$ cat config.mk
export PLATFORM = sky130hd
export DESIGN_NAME = pic_scanline_rle_decoder_core
export DESIGN_NICKNAME = d
export VERILOG_FILES = /design/src/rtl/pscrle_pkg.sv /design/src/rtl/pscrle_cfg_regs.sv /design/src/rtl/pscrle_step.sv /design/src/rtl/pscrle_out_reg.sv /design/src/rtl/pic_scanline_rle_decoder_core.sv
export SDC_FILE = /design/constraint.sdc
export NUM_CORES = 1
export LEC_CHECK = 0
export ABC_CLOCK_PERIOD_IN_PS = 10200
export BUFFER_PORTS_ARGS = -buffer_cell sky130_fd_sc_hd__buf_2
export CORE_MARGIN = 10
export CORE_UTILIZATION = 50
export DETAILED_ROUTE_END_ITERATION = 12
export PLACE_DENSITY = 0.68
export SYNTH_ARGS = -nofsm -noshare
export SYNTH_HDL_FRONTEND = slang
export SYNTH_HIERARCHICAL = 1
export SYNTH_SLANG_ARGS = --single-unit
export TNS_END_PERCENT = 1
$ cat constraint.sdc
create_clock -name clk -period 10.2 [get_ports clk]
set_input_delay 1.53 -clock clk [delete_from_list [all_inputs] [get_ports clk]]
set_output_delay 1.53 -clock clk [all_outputs]
set_load 0.05 [all_outputs]
$ cat src/rtl/pscrle_pkg.sv
// Shared types, constants and helper functions of the scanline RLE decoder.
package pscrle_pkg;

  localparam int MAX_PACKETS = 4;
  localparam int OUT_DATA_W  = 80;

  localparam logic [2:0] REG_WIDTH  = 3'd0;
  localparam logic [2:0] REG_HEIGHT = 3'd1;
  localparam logic [2:0] REG_STRIDE = 3'd2;
  localparam logic [2:0] REG_PCOUNT = 3'd3;
  localparam logic [2:0] REG_PLIST  = 3'd4;
  localparam logic [2:0] REG_SWAP   = 3'd5;

  localparam logic [1:0] PK_RAW   = 2'd0;
  localparam logic [1:0] PK_PURE  = 2'd1;
  localparam logic [1:0] PK_MIXED = 2'd2;
  localparam logic [1:0] PK_NONE  = 2'd3;

  localparam logic [1:0] ERR_NONE       = 2'd0;
  localparam logic [1:0] ERR_PAST_WIDTH = 2'd1;
  localparam logic [1:0] ERR_ZERO_LEN   = 2'd2;
  localparam logic [1:0] ERR_ROWS       = 2'd3;

  localparam logic [7:0] MIX_BIG      = 8'd128;
  localparam logic [7:0] MIX_RUN_BIAS = 8'd127;

  typedef struct packed {
    logic [15:0] width;
    logic [15:0] height;
    logic [2:0]  stride;
    logic [2:0]  pcount;
    logic [23:0] plist;
    logic        swap;
  } cfg_t;

  typedef struct packed {
    logic [15:0] row;
    logic [15:0] pixel_x;
    logic [1:0]  channel;
    logic [17:0] byte_offset;
    logic [7:0]  sample_value;
    logic [15:0] run_length;
    logic        line_end;
    logic [1:0]  error_code;
  } res_t;

  typedef struct packed {
    logic       found;
    logic [1:0] idx;
  } nr_t;

  function automatic logic [3:0] pk_mask(logic [23:0] plist, logic [1:0] idx);
    return plist[6*idx +: 4];
  endfunction

  function automatic logic [1:0] pk_type(logic [23:0] plist, logic [1:0] idx);
    return plist[6*idx+4 +: 2];
  endfunction

  // First packet at or after 'from' that takes bytes.
  function automatic nr_t next_real(logic [2:0] from, logic [2:0] pcount,
                                    logic [23:0] plist, logic wnz);
    nr_t        r;
    logic [2:0] limit;
    r     = '0;
    limit = (pcount > 3'(MAX_PACKETS)) ? 3'(MAX_PACKETS) : pcount;
    for (int i = MAX_PACKETS - 1; i >= 0; i--) begin
      if (3'(i) >= from && 3'(i) < limit && wnz &&
          pk_mask(plist, 2'(i)) != 4'd0 && pk_type(plist, 2'(i)) != PK_NONE) begin
        r.found = 1'b1;
        r.idx   = 2'(i);
      end
    end
    return r;
  endfunction

  // k-th set channel of mask, red first; zero when k is past the last one.
  function automatic logic [1:0] channel_of(logic [3:0] mask, logic [1:0] k);
    logic [1:0] found;
    logic [2:0] n;
    found = 2'd0;
    n     = 3'd0;
    for (int c = 0; c < 4; c++) begin
      if (mask[c]) begin
        if (n == {1'b0, k}) found = 2'(c);
        n = n + 3'd1;
      end
    end
    return found;
  endfunction

endpackage

$ cat src/rtl/pscrle_cfg_regs.sv
// Configuration register file of the scanline RLE decoder.
module pscrle_cfg_regs (
  input  logic                clk,
  input  logic                rst_n,
  input  logic                cfg_we,
  input  logic [2:0]          cfg_addr,
  input  logic [23:0]         cfg_wdata,
  output pscrle_pkg::cfg_t    cfg
);
  import pscrle_pkg::*;

  cfg_t cfg_r;

  always_ff @(posedge clk) begin
    if (!rst_n) begin
      cfg_r.width  <= 16'd1;
      cfg_r.height <= 16'd1;
      cfg_r.stride <= 3'd4;
      cfg_r.pcount <= 3'd1;
      cfg_r.plist  <= 24'd0;
      cfg_r.swap   <= 1'b0;
    end else if (cfg_we) begin
      unique case (cfg_addr)
        REG_WIDTH:  cfg_r.width  <= cfg_wdata[15:0];
        REG_HEIGHT: cfg_r.height <= cfg_wdata[15:0];
        REG_STRIDE: cfg_r.stride <= cfg_wdata[2:0];
        REG_PCOUNT: cfg_r.pcount <= cfg_wdata[2:0];
        REG_PLIST:  cfg_r.plist  <= cfg_wdata;
        REG_SWAP:   cfg_r.swap   <= cfg_wdata[0];
        default: ;
      endcase
    end
  end

  assign cfg = cfg_r;

endmodule

$ cat src/rtl/pscrle_step.sv
// Decoder state and the per-byte next-state and result logic.
module pscrle_step (
  input  logic                clk,
  input  logic                rst_n,
  input  pscrle_pkg::cfg_t    cfg,
  input  logic                go,
  input  logic [7:0]          sbyte,
  output logic                res_valid,
  output pscrle_pkg::res_t    res
);
  import pscrle_pkg::*;

  localparam logic [1:0] PH_COUNT = 2'd0;
  localparam logic [1:0] PH_BIG_A = 2'd1;
  localparam logic [1:0] PH_BIG_B = 2'd2;
  localparam logic [1:0] PH_VALUE = 2'd3;

  logic [15:0] row_r, row_nxt;
  logic [15:0] x_r, x_nxt;
  logic [1:0]  pidx_r, pidx_nxt;
  logic [1:0]  chs_r, chs_nxt;
  logic [1:0]  phase_r, phase_nxt;
  logic [15:0] seg_r, seg_nxt;
  logic        run_r, run_nxt;
  logic [7:0]  chigh_r, chigh_nxt;
  logic [1:0]  err_r, err_nxt;

  logic        wnz;
  logic [15:0] room;
  nr_t         nr0, nr1;
  logic [16:0] mlen;
  logic        mrun, do_start, do_value, end_line, err_fire;
  logic [1:0]  err_code;
  logic [1:0]  eff_pidx, eff_chs;
  logic [15:0] eff_seg;
  logic        eff_run;
  logic [15:0] pure_len;
  logic [3:0]  mask;
  logic [2:0]  nch;
  logic [1:0]  ch;
  logic [18:0] prod;
  logic [16:0] x_sum;
  logic [15:0] seg_new;

  assign wnz  = (cfg.width != 16'd0);
  assign room = (x_r >= cfg.width) ? 16'd0 : cfg.width - x_r;
  assign nr0  = next_real({1'b0, pidx_r}, cfg.pcount, cfg.plist, wnz);
  assign pure_len = ({8'd0, sbyte} > room) ? room : {8'd0, sbyte};

  always_comb begin
    row_nxt   = row_r;
    x_nxt     = x_r;
    pidx_nxt  = pidx_r;
    chs_nxt   = chs_r;
    phase_nxt = phase_r;
    seg_nxt   = seg_r;
    run_nxt   = run_r;
    chigh_nxt = chigh_r;
    err_nxt   = err_r;
    res       = '0;
    res_valid = 1'b0;
    mlen      = '0;
    mrun      = 1'b0;
    do_start  = 1'b0;
    do_value  = 1'b0;
    end_line  = 1'b0;
    err_fire  = 1'b0;
    err_code  = ERR_NONE;
    eff_pidx  = pidx_r;
    eff_chs   = chs_r;
    eff_seg   = seg_r;
    eff_run   = run_r;
    mask      = '0;
    nch       = '0;
    ch        = '0;
    prod      = '0;
    x_sum     = '0;
    seg_new   = '0;
    nr1       = '0;

    if (err_r != ERR_NONE) begin
      err_fire = 1'b1;
      err_code = err_r;
    end else begin
      unique case (phase_r)
        PH_COUNT: begin
          if (row_r >= cfg.height) begin
            err_fire = 1'b1;
            err_code = ERR_ROWS;
          end else if (!nr0.found) begin
            end_line = 1'b1;
          end else begin
            pidx_nxt = nr0.idx;
            case (pk_type(cfg.plist, nr0.idx))
              PK_RAW: begin
                seg_nxt   = room;
                run_nxt   = 1'b0;
                chs_nxt   = 2'd0;
                phase_nxt = PH_VALUE;
                eff_pidx  = nr0.idx;
                eff_seg   = room;
                eff_run   = 1'b0;
                eff_chs   = 2'd0;
                do_value  = 1'b1;
              end
              PK_PURE: begin
                if (pure_len != 16'd0) begin
                  seg_nxt   = pure_len;
                  run_nxt   = 1'b1;
                  chs_nxt   = 2'd0;
                  phase_nxt = PH_VALUE;
                end
              end
              PK_MIXED: begin
                if (sbyte < MIX_BIG) begin
                  mlen     = {9'd0, sbyte} + 17'd1;
                  mrun     = 1'b0;
                  do_start = 1'b1;
                end else if (sbyte == MIX_BIG) begin
                  phase_nxt = PH_BIG_A;
                end else begin
                  mlen     = {9'd0, sbyte} - {9'd0, MIX_RUN_BIAS};
                  mrun     = 1'b1;
                  do_start = 1'b1;
                end
              end
              default: ;
            endcase
          end
        end
        PH_BIG_A: begin
          chigh_nxt = sbyte;
          phase_nxt = PH_BIG_B;
        end
        PH_BIG_B: begin
          mlen     = cfg.swap ? {1'b0, sbyte, chigh_r} : {1'b0, chigh_r, sbyte};
          mrun     = 1'b1;
          do_start = 1'b1;
        end
        PH_VALUE: do_value = 1'b1;
        default: ;
      endcase
    end

    if (do_start) begin
      if (mlen > {1'b0, room}) begin
        err_fire = 1'b1;
        err_code = ERR_PAST_WIDTH;
      end else if (mlen == 17'd0) begin
        err_fire = 1'b1;
        err_code = ERR_ZERO_LEN;
      end else begin
        seg_nxt   = mlen[15:0];
        run_nxt   = mrun;
        chs_nxt   = 2'd0;
        phase_nxt = PH_VALUE;
      end
    end

    if (do_value) begin
      mask = pk_mask(cfg.plist, eff_pidx);
      nch  = 3'($countones(mask));
      ch   = channel_of(mask, eff_chs);
      prod = {3'd0, x_r} * {16'd0, cfg.stride};
      res_valid        = 1'b1;
      res.row          = row_r;
      res.pixel_x      = x_r;
      res.channel      = ch;
      res.byte_offset  = prod[17:0] + {16'd0, ch};
      res.sample_value = sbyte;
      res.run_length   = eff_run ? eff_seg : 16'd1;
      if ({1'b0, eff_chs} + 3'd1 >= nch) begin
        chs_nxt = 2'd0;
        x_sum   = {1'b0, x_r} + (eff_run ? {1'b0, eff_seg} : 17'd1);
        if (eff_run) seg_new = 16'd0;
        else seg_new = (eff_seg != 16'd0) ? eff_seg - 16'd1 : 16'd0;
        x_nxt   = x_sum[15:0];
        seg_nxt = seg_new;
        if (seg_new == 16'd0) begin
          phase_nxt = PH_COUNT;
          if (x_sum[15:0] >= cfg.width) begin
            nr1 = next_real({1'b0, eff_pidx} + 3'd1, cfg.pcount, cfg.plist, wnz);
            if (!nr1.found) begin
              res.line_end = 1'b1;
              end_line     = 1'b1;
            end else begin
              pidx_nxt = nr1.idx;
              x_nxt    = 16'd0;
            end
          end
        end
      end else begin
        chs_nxt = eff_chs + 2'd1;
      end
    end

    if (end_line) begin
      row_nxt   = row_r + 16'd1;
      pidx_nxt  = 2'd0;
      x_nxt     = 16'd0;
      phase_nxt = PH_COUNT;
      chs_nxt   = 2'd0;
      seg_nxt   = 16'd0;
      run_nxt   = 1'b0;
    end

    if (err_fire) begin
      err_nxt        = err_code;
      res            = '0;
      res.row        = row_r;
      res.error_code = err_code;
      res_valid      = 1'b1;
    end
  end

  always_ff @(posedge clk) begin
    if (!rst_n) begin
      row_r   <= '0;
      x_r     <= '0;
      pidx_r  <= '0;
      chs_r   <= '0;
      phase_r <= PH_COUNT;
      seg_r   <= '0;
      run_r   <= 1'b0;
      chigh_r <= '0;
      err_r   <= ERR_NONE;
    end else if (go) begin
      row_r   <= row_nxt;
      x_r     <= x_nxt;
      pidx_r  <= pidx_nxt;
      chs_r   <= chs_nxt;
      phase_r <= phase_nxt;
      seg_r   <= seg_nxt;
      run_r   <= run_nxt;
      chigh_r <= chigh_nxt;
      err_r   <= err_nxt;
    end
  end

endmodule

$ cat src/rtl/pscrle_out_reg.sv
// Result register and stream master side of the scanline RLE decoder.
module pscrle_out_reg (
  input  logic                                clk,
  input  logic                                rst_n,
  input  logic                                load,
  input  pscrle_pkg::res_t                    res,
  output logic                                space,
  output logic                                out_tvalid,
  input  logic                                out_tready,
  output logic [pscrle_pkg::OUT_DATA_W-1:0]   out_tdata,
  output logic                                out_tlast,
  output logic [1:0]                          out_tuser
);
  import pscrle_pkg::*;

  logic valid_r;
  res_t res_r;

  assign space = !valid_r || out_tready;

  always_ff @(posedge clk) begin
    if (!rst_n) begin
      valid_r <= 1'b0;
    end else if (space) begin
      valid_r <= load;
    end
  end

  always_ff @(posedge clk) begin
    if (space && load) begin
      res_r <= res;
    end
  end

  assign out_tvalid = valid_r;
  assign out_tdata  = {4'd0, res_r.run_length, res_r.sample_value, res_r.byte_offset,
                       res_r.channel, res_r.pixel_x, res_r.row};
  assign out_tlast  = res_r.line_end;
  assign out_tuser  = res_r.error_code;

endmodule

$ cat src/rtl/pic_scanline_rle_decoder_core.sv
// Top level of the scanline RLE decoder: input register, decoder step, result register.
// Takes one compressed byte per cycle unless the output stalls, and gives at most one run
// write per byte; a byte is held in the input register, decoded by the state update in the
// decoder step, and its result is loaded into the result register. Count bytes and empty
// scanlines give no result. After a fault every byte returns the same error beat until reset.
// Registers (cfg_addr): 0 width, 1 height, 2 stride, 3 packet count, 4 packet list,
// 5 count byte order; reset values 1, 1, 4, 1, 0, 0. Write them only while the block is idle.
module pic_scanline_rle_decoder_core (
  input  logic                                clk,
  input  logic                                rst_n,
  input  logic                                cfg_we,
  input  logic [2:0]                          cfg_addr,
  input  logic [23:0]                         cfg_wdata,
  input  logic                                in_tvalid,
  output logic                                in_tready,
  input  logic [7:0]                          in_tdata,   // stream_byte
  output logic                                out_tvalid,
  input  logic                                out_tready,
  // row, pixel_x, channel, byte_offset, sample_value, run_length, zero pad
  output logic [pscrle_pkg::OUT_DATA_W-1:0]   out_tdata,
  output logic                                out_tlast,  // line_end
  output logic [1:0]                          out_tuser   // error_code
);
  import pscrle_pkg::*;

  cfg_t       cfg;
  res_t       res;
  logic       res_valid;
  logic       space;
  logic       go;
  logic       in_valid_r;
  logic [7:0] in_byte_r;

  assign go        = in_valid_r && space;
  assign in_tready = !in_valid_r || go;

  always_ff @(posedge clk) begin
    if (!rst_n) begin
      in_valid_r <= 1'b0;
    end else if (in_tready) begin
      in_valid_r <= in_tvalid;
    end
  end

  always_ff @(posedge clk) begin
    if (in_tready && in_tvalid) begin
      in_byte_r <= in_tdata;
    end
  end

  pscrle_cfg_regs u_cfg (
    .clk       (clk),
    .rst_n     (rst_n),
    .cfg_we    (cfg_we),
    .cfg_addr  (cfg_addr),
    .cfg_wdata (cfg_wdata),
    .cfg       (cfg)
  );

  pscrle_step u_step (
    .clk       (clk),
    .rst_n     (rst_n),
    .cfg       (cfg),
    .go        (go),
    .sbyte     (in_byte_r),
    .res_valid (res_valid),
    .res       (res)
  );

  pscrle_out_reg u_out (
    .clk        (clk),
    .rst_n      (rst_n),
    .load       (go && res_valid),
    .res        (res),
    .space      (space),
    .out_tvalid (out_tvalid),
    .out_tready (out_tready),
    .out_tdata  (out_tdata),
    .out_tlast  (out_tlast),
    .out_tuser  (out_tuser)
  );

endmodule

# Yosys cells after proc, flatten, opt, wreduce, memory -nomap -nowiden
# Index checks and enable logic that the tools add are counted.
[word_totals]
input_bits = 40
regBits = 217
wordCells = 332
output_inout_bits = 85
[classes]
n_lt_le_gt_ge = 19
n_mux = 174
shifts = 2
add_sub_neg = 16
bitwise_logic = 6
reduce_logical = 67
n_eq_ne = 18
mul = 3
[ops]
columns = ["operator", "n"]
rows = [
  ["$mux W16", 31],
  ["$mux W2", 56],
  ["$mux W17", 6],
  ["$mux W79", 1],
  ["$mux W77", 1],
  ["$mux W3", 18],
  ["$mux W1", 52],
  ["$ge A16 B16 Y1", 3],
  ["$reduce_bool A16 Y1", 3],
  ["$logic_and A1 B1 Y1", 35],
  ["$pmux W17 S2", 1],
  ["$shiftx A24 B33 Y2", 1],
  ["$pmux W16 S2", 1],
  ["$shiftx A24 B6 Y4", 1],
  ["$add A18 B2 Y18", 1],
  ["$mul A16 B3 Y18", 1],
  ["$gt A17 B16 Y1", 1],
  ["$logic_not A17 Y1", 1],
  ["$add A16 B1 Y16 const B", 1],
  ["$add A16 B16 Y16", 1],
  ["$gt A8 B16 Y1", 1],
  ["$logic_not A16 Y1", 1],
  ["$reduce_and A2 Y1", 8],
  ["$reduce_bool A4 Y1", 4],
  ["41 further kinds", 75],
]

# Depth between registers and ports, before layout
[depth]
depth_word = 40
depth_mapped = 39

# Cells and area by module
# Netlist, hierarchy kept.
[modules_own_cells]
columns = ["module", "area_each_um2", "cells_each", "instances"]
rows = [
  ["pscrle_step", 10963.0, 1517, 1],
  ["pscrle_out_reg", 2463.6, 89, 1],
  ["pscrle_cfg_regs", 2401.1, 238, 1],
  ["pic_scanline_rle_decoder_core", 312.8, 15, 1],
]

# Worst setup path after synthesis
# No wires, ideal clock.
[synth_timing]
path_kind = "reg-to-reg"
startpoint = "register u_step.row_r[0]"
endpoint = "register u_out.res_r, in the netlist u_out/out_tdata[51], data pin"
setup_slack_ps = 2657
setup_ps = 256
t_arrival_ps = 7287
path_buffers = 3
path_stages_with_launch = 40
period_less_slack_ps = 7543
path_cell_list = "dfxtp_1 > inv_1 > ha_1 > nor2_1 > a21oi_1 > o41ai_1 > a31oi_1 > or4_1 > buf_2 > buf_6 > nor2_4 > buf_6 > mux2i_2 > inv_2 > nand2_1 > nand2_1 > o21ai_0 > fa_1 > (+4 left out) > nand2_1 > ha_1 > ha_1 > fa_1 > a21o_1 > a21oi_1 > o21bai_1 > a21oi_1 > o21bai_1 > a21oi_1 > o21bai_1 > a21oi_1 > o21bai_1 > a21oi_1 > o21ai_0 > o21ai_0 > nand3_1 > nor3b_1"
[synth_between]
elab_chain_len = 19
[synth_lines]
columns = ["item", "line_no", "source"]
rows = [
  ["start, declared", "pscrle_step.sv:18", "logic [15:0] row_r, row_nxt;"],
  ["start signal, assigned", "pscrle_step.sv:228", "row_r <= row_nxt;"],
  ["$ge A16 B16 Y1 (*)", "pscrle_step.sv:87", "if (row_r >= cfg.height) begin"],
  ["$mux W2", "pscrle_step.sv:87", ""],
  ["$mux W2", "pscrle_step.sv:85", "unique case (phase_r)"],
  ["$mux W2", "pscrle_step.sv:81", "if (err_r != ERR_NONE) begin"],
  ["$mul A2 B2 Y4", "pscrle_pkg.sv:53", "return plist[6*idx +: 4];"],
  ["$shiftx A24 B6 Y4", "pscrle_pkg.sv:53", ""],
  ["$mux W1", "pscrle_pkg.sv:84", "if (mask[c]) begin"],
  ["$mux W3", "pscrle_step.sv:160", "if (do_value) begin"],
  ["(+3 left out)", "-", ""],
  ["$add A3 B1 Y3", "pscrle_pkg.sv:86", "n = n + 3'd1;"],
  ["$mux W3", "pscrle_pkg.sv:84", ""],
  ["$mux W3", "pscrle_step.sv:160", ""],
  ["$eq A3 B2 Y1", "pscrle_pkg.sv:85", "if (n == {1'b0, k}) found = 2'(c);"],
  ["$mux W2", "pscrle_pkg.sv:85", ""],
  ["$mux W2", "pscrle_pkg.sv:84", ""],
  ["$mux W2", "pscrle_step.sv:160", ""],
  ["$add A18 B2 Y18", "pscrle_step.sv:169", "res.byte_offset = prod[17:0] + {16'd0, ch};"],
  ["end signal, assigned", "pscrle_out_reg.sv:31", "res_r <= res;"],
  ["end, declared", "pscrle_out_reg.sv:17", "res_t res_r;"],
]
# Mark *: on every way between the ends. The rest lies on a longest branch, timed or not. The select of a mux whose other input is x is not followed.
# A chain may end at the register's enable or synchronous reset.

# Worst setup path after layout
# Same ends and word-level chain as after synthesis.

==> impl_metrics.py <==
metrics = {
    "sta": {
        "finalHoldViolCount": 0,
        "slew_headroom": 0.204,
        "fmax_ghz": 0.108,
        "min_period_over_period": 0.906,
        "fin_crit_ps": 9240,
        "tightest_slew_ps": 1190,
        "rsz0062_at_grt": "no",
        "setup_viol": 0,
        "fin_skew_ps": 15.4,
        "final_max_slew_viol_count": 0,
        "fin_tns_setup_ps": 0,
    },
    "floorplanning": {
        "io_pins": 125,
        "fp.dieW_um": 200,
        "die_h_um": 200,
        "die-area_mm2": 0.0399,
        "rows": 65,
        "start_util": 0.509,
        "core_mm2": 0.0317,
    },
    "synthesis": {
        "synthFlopType": "dfxtp_1",
        "yosysTopAreaCellShare": 0.162,
        "synth_seq_cells": 217,
        "synth-simple-area-share": 0.207,
        "ys_warn_count": 6,
        "yosysSeqAreaShare": 0.323,
        "synth_adder_area_share": 0.128,
        "synthesis.instances": 1859,
        "synth-xor-area-share": 0.0347,
        "async_reset_ff_frac": 0,
        "synth_mux_area_frac": 0.0663,
        "syn_area_per_cell_um2": 8.68,
        "netlist_area_mm2": 0.0161,
        "synth_top_family_by_area": "simple AND/OR/NAND/NOR gates",
        "synth_top_area_cell": "edfxtp_1",
        "synth_compound_area_frac": 0.180,
        "synth_cell_types": 100,
        "synth_edf_count": 87,
        "synth_area_leaders": "edfxtp_1 16%, dfxtp_1 16%, ha_1 10%",
    },
    "worst_setup_path": {
        "crit_type": "flop to flop",
        "crit_required_ps": 10470,
        "r2r_setup_slack_ps": 960,
        "critPathMostFrequentCell": "a21oi_1",
        "cp-end-kind": "flop",
        "max_stage_delay_ps": 910,
        "critPathLaunchType": "flop",
        "cp_slowest_cell": "or4_1",
        "worst-path-max-fanout": 22,
        "cp.arrival_ps": 9510,
    },
    "clock_network": {
        "clk_pin_slew_ps": 50,
        "clockRootBuffer": "clkbuf_16",
        "cts-htree-levels": 1,
        "cts_resized": 0,
        "cts_setup_buffers": 0,
        "clk_latency_ps": 550,
        "cts_buffers": 26,
        "hold_buffers": 0,
        "cts_sinks": 217,
        "tritoncts": "done",
        "clock_path_buffers": 3,
    },
    "place": {
        "dp_cells": 2304,
        "dp_hpwl_um": 38000,
        "port_buffers": 120,
        "gp_congestion": 0.990,
    },
    "cells_and_area": {
        "fin_cells": 2352,
        "fill_cells": 2920,
        "drive_above_1_share": 0.118,
        "num-nets-final": 2123,
        "antenna_cells": 0,
        "synthToLayoutAreaGrowth_pct": 10.2,
        "utilization": 0.561,
    },
    "pwr": {
        "seq_power_share": 0.381,
        "power.internal_mw": 1.69,
        "irDropWorstVdd_mv": 0.167,
        "p_leak_nw": 7.81,
        "powerDensity_mw_per_mm2": 143,
        "pwr-share-clk": 0.367,
        "switching_power_mw": 0.849,
        "combPwrFrac": 0.252,
        "switching_share": 0.334,
    },
    "route": {
        "vias": 14200,
        "routed_wl_um": 49300,
        "post_drt_wl_per_cell_um": 21.0,
        "final_antenna_net_count": 0,
        "dr.first_iter.drc_count": 1121,
        "vias_per_cell": 6.03,
        "first_pass_iters": 6,
        "drc": 0,
    },
    "worst_hold_path": {
        "hold_class": "flop to flop",
    },
    "run_status": {
        "status": "completed",
    },
    "flow_run": {
        "drv_cap": 0,
    },
    "global_routing": {
        "overflow": 0,
        "groute.usage.overall": 0.243,
        "grt_pass1_wl_um": 76700,
        "grt_start_max_net_pins": 80,
        "grt_pass1_vias": 13600,
        "antenna_found_initial": 0,
    },
}
-- metrics by stage --
stage	hold WS, ps	setup WS (ps)	area, um2	power [mW]
after floorplan	435	2660	16200	1.44
after global placement	445	1500	16900	1.61
after detailed placement	447	1160	16900	1.61
after CTS	460	1120	17800	2.55
after global routing	481	291	17800	2.65
final	460	959	17800	2.54
-- placed cells by master, fill, tap and decap left out, types with 15 or more instances in the layout --
master / n
xnor2_1: 47
a21o_1: 37
a21oi_1: 79
o21ai_0: 75
buf_2: 119
mux2i_1: 101
nand3_1: 46
xor2_1: 17
and3_1: 44
nand2b_1: 24
a22o_1: 37
dfxtp_1: 130
a31oi_1: 16
o211ai_1: 15
nor3_1: 26
clkbuf_16: 27
buf_4: 17
nor2_1: 121
nand4_1: 19
and2_1: 43
a211oi_1: 18
ha_1: 134
nand2_1: 246
edfxtp_1: 87
fa_1: 19
inv_1: 134
-- registers in the layout, indices dropped and copies added, names as in the netlist, 2 cells and up --
name and flops:
u_step/x_r 16, u_step/seg_r 16, in_byte_r 8, u_cfg/cfg 63
u_out/out_tuser 2, u_step/row_r 16, u_step/chs_r 2, u_step/err_r 2
u_step/pidx_r 2, u_out/out_tdata 76, u_step/phase_r 2, u_step/chigh_r 8
-- path summary, 6_finish.rpt --
path / from / end / depth (start not counted)
worst min-delay path: u_cfg/cfg[40] / u_cfg/cfg[40] / 2
worst min register to register: u_cfg/cfg[40] / u_cfg/cfg[40] / 2
worst max register to register: u_step/row_r[0] / u_out/out_tdata[51] / 36
worst max-delay path: u_step/row_r[0] / u_out/out_tdata[51] / 36
-- Yosys cell counts, drive strengths merged, types with 10 or more instances --
cell	number
clkbuf	60
or2	10
o211ai	15
a21oi	82
a22o	37
nand2b	26
ha	134
xnor2	47
buf	36
mux2i	102
a21o	38
nand3	48
nor2	123
o21ai	82
nor4	14
xor2	17
edfxtp	87
or3	13
nor2b	12
o21a	10
nor3	27
inv	136
and2	47
a211oi	20
a31oi	16
and3	45
nand4	19
fa	19
dfxtp	130
nand2	246
or4	10
-- logic make-up after synthesis --
group | count (synthesis)
XOR/XNOR | 64
flip-flops | 217
multiplexers | 106
AND/OR/NAND/NOR | 672
other | 1
buffers and inverters | 232
adder cells (fa/ha/maj) | 154
AO/OA/AOI/OAI | 413
-- area by class of cell --
type	instances	area, um2	area share
Multi-Input combinational cell	1413	9960	0.560
Sequential cell	217	5220	0.293
Clock buffer	40	795	0.0447
Timing Repair Buffer	136	723	0.0407
Inverter	136	510	0.0287
Tap cell	402	503	0.0283
Clock inverter	8	78.8	0.00443
-- critical path: cells and delay by family (launching register included) --
| kind | cells | cell delay, ps |
|---|---|---|
| multiplexers | 1 | 670 |
| adder cells (fa/ha/maj) | 5 | 1680 |
| buffers and inverters | 2 | 200 |
| XOR/XNOR | 1 | 190 |
| AND/OR/NAND/NOR | 9 | 2180 |
| AO/OA/AOI/OAI | 18 | 3580 |
| flip-flops | 1 | 440 |
-- power groups by stage --
stage / Clock (mW) / Sequential [mW] / Combinational (mW)
2_1_floorplan: 0 / 1.04 / 0.403
3_5_place_dp: 0 / 0.986 / 0.628
4_1_cts: 0.954 / 0.968 / 0.631
5_1_grt: 0.986 / 0.972 / 0.693
6_report: 0.933 / 0.968 / 0.640
3_3_place_gp: 0 / 0.985 / 0.626
-- per-layer routing --
metal,global-route usage,share of wire,vias up
li1,-,-,6819
met1,0.317,0.43,6680
met2,0.407,0.47,569
met3,0.0289,0.063,105
met4,0.0836,0.034,0
met5,0,0,-
No activity file was read; power rests on OpenSTA's default activity.
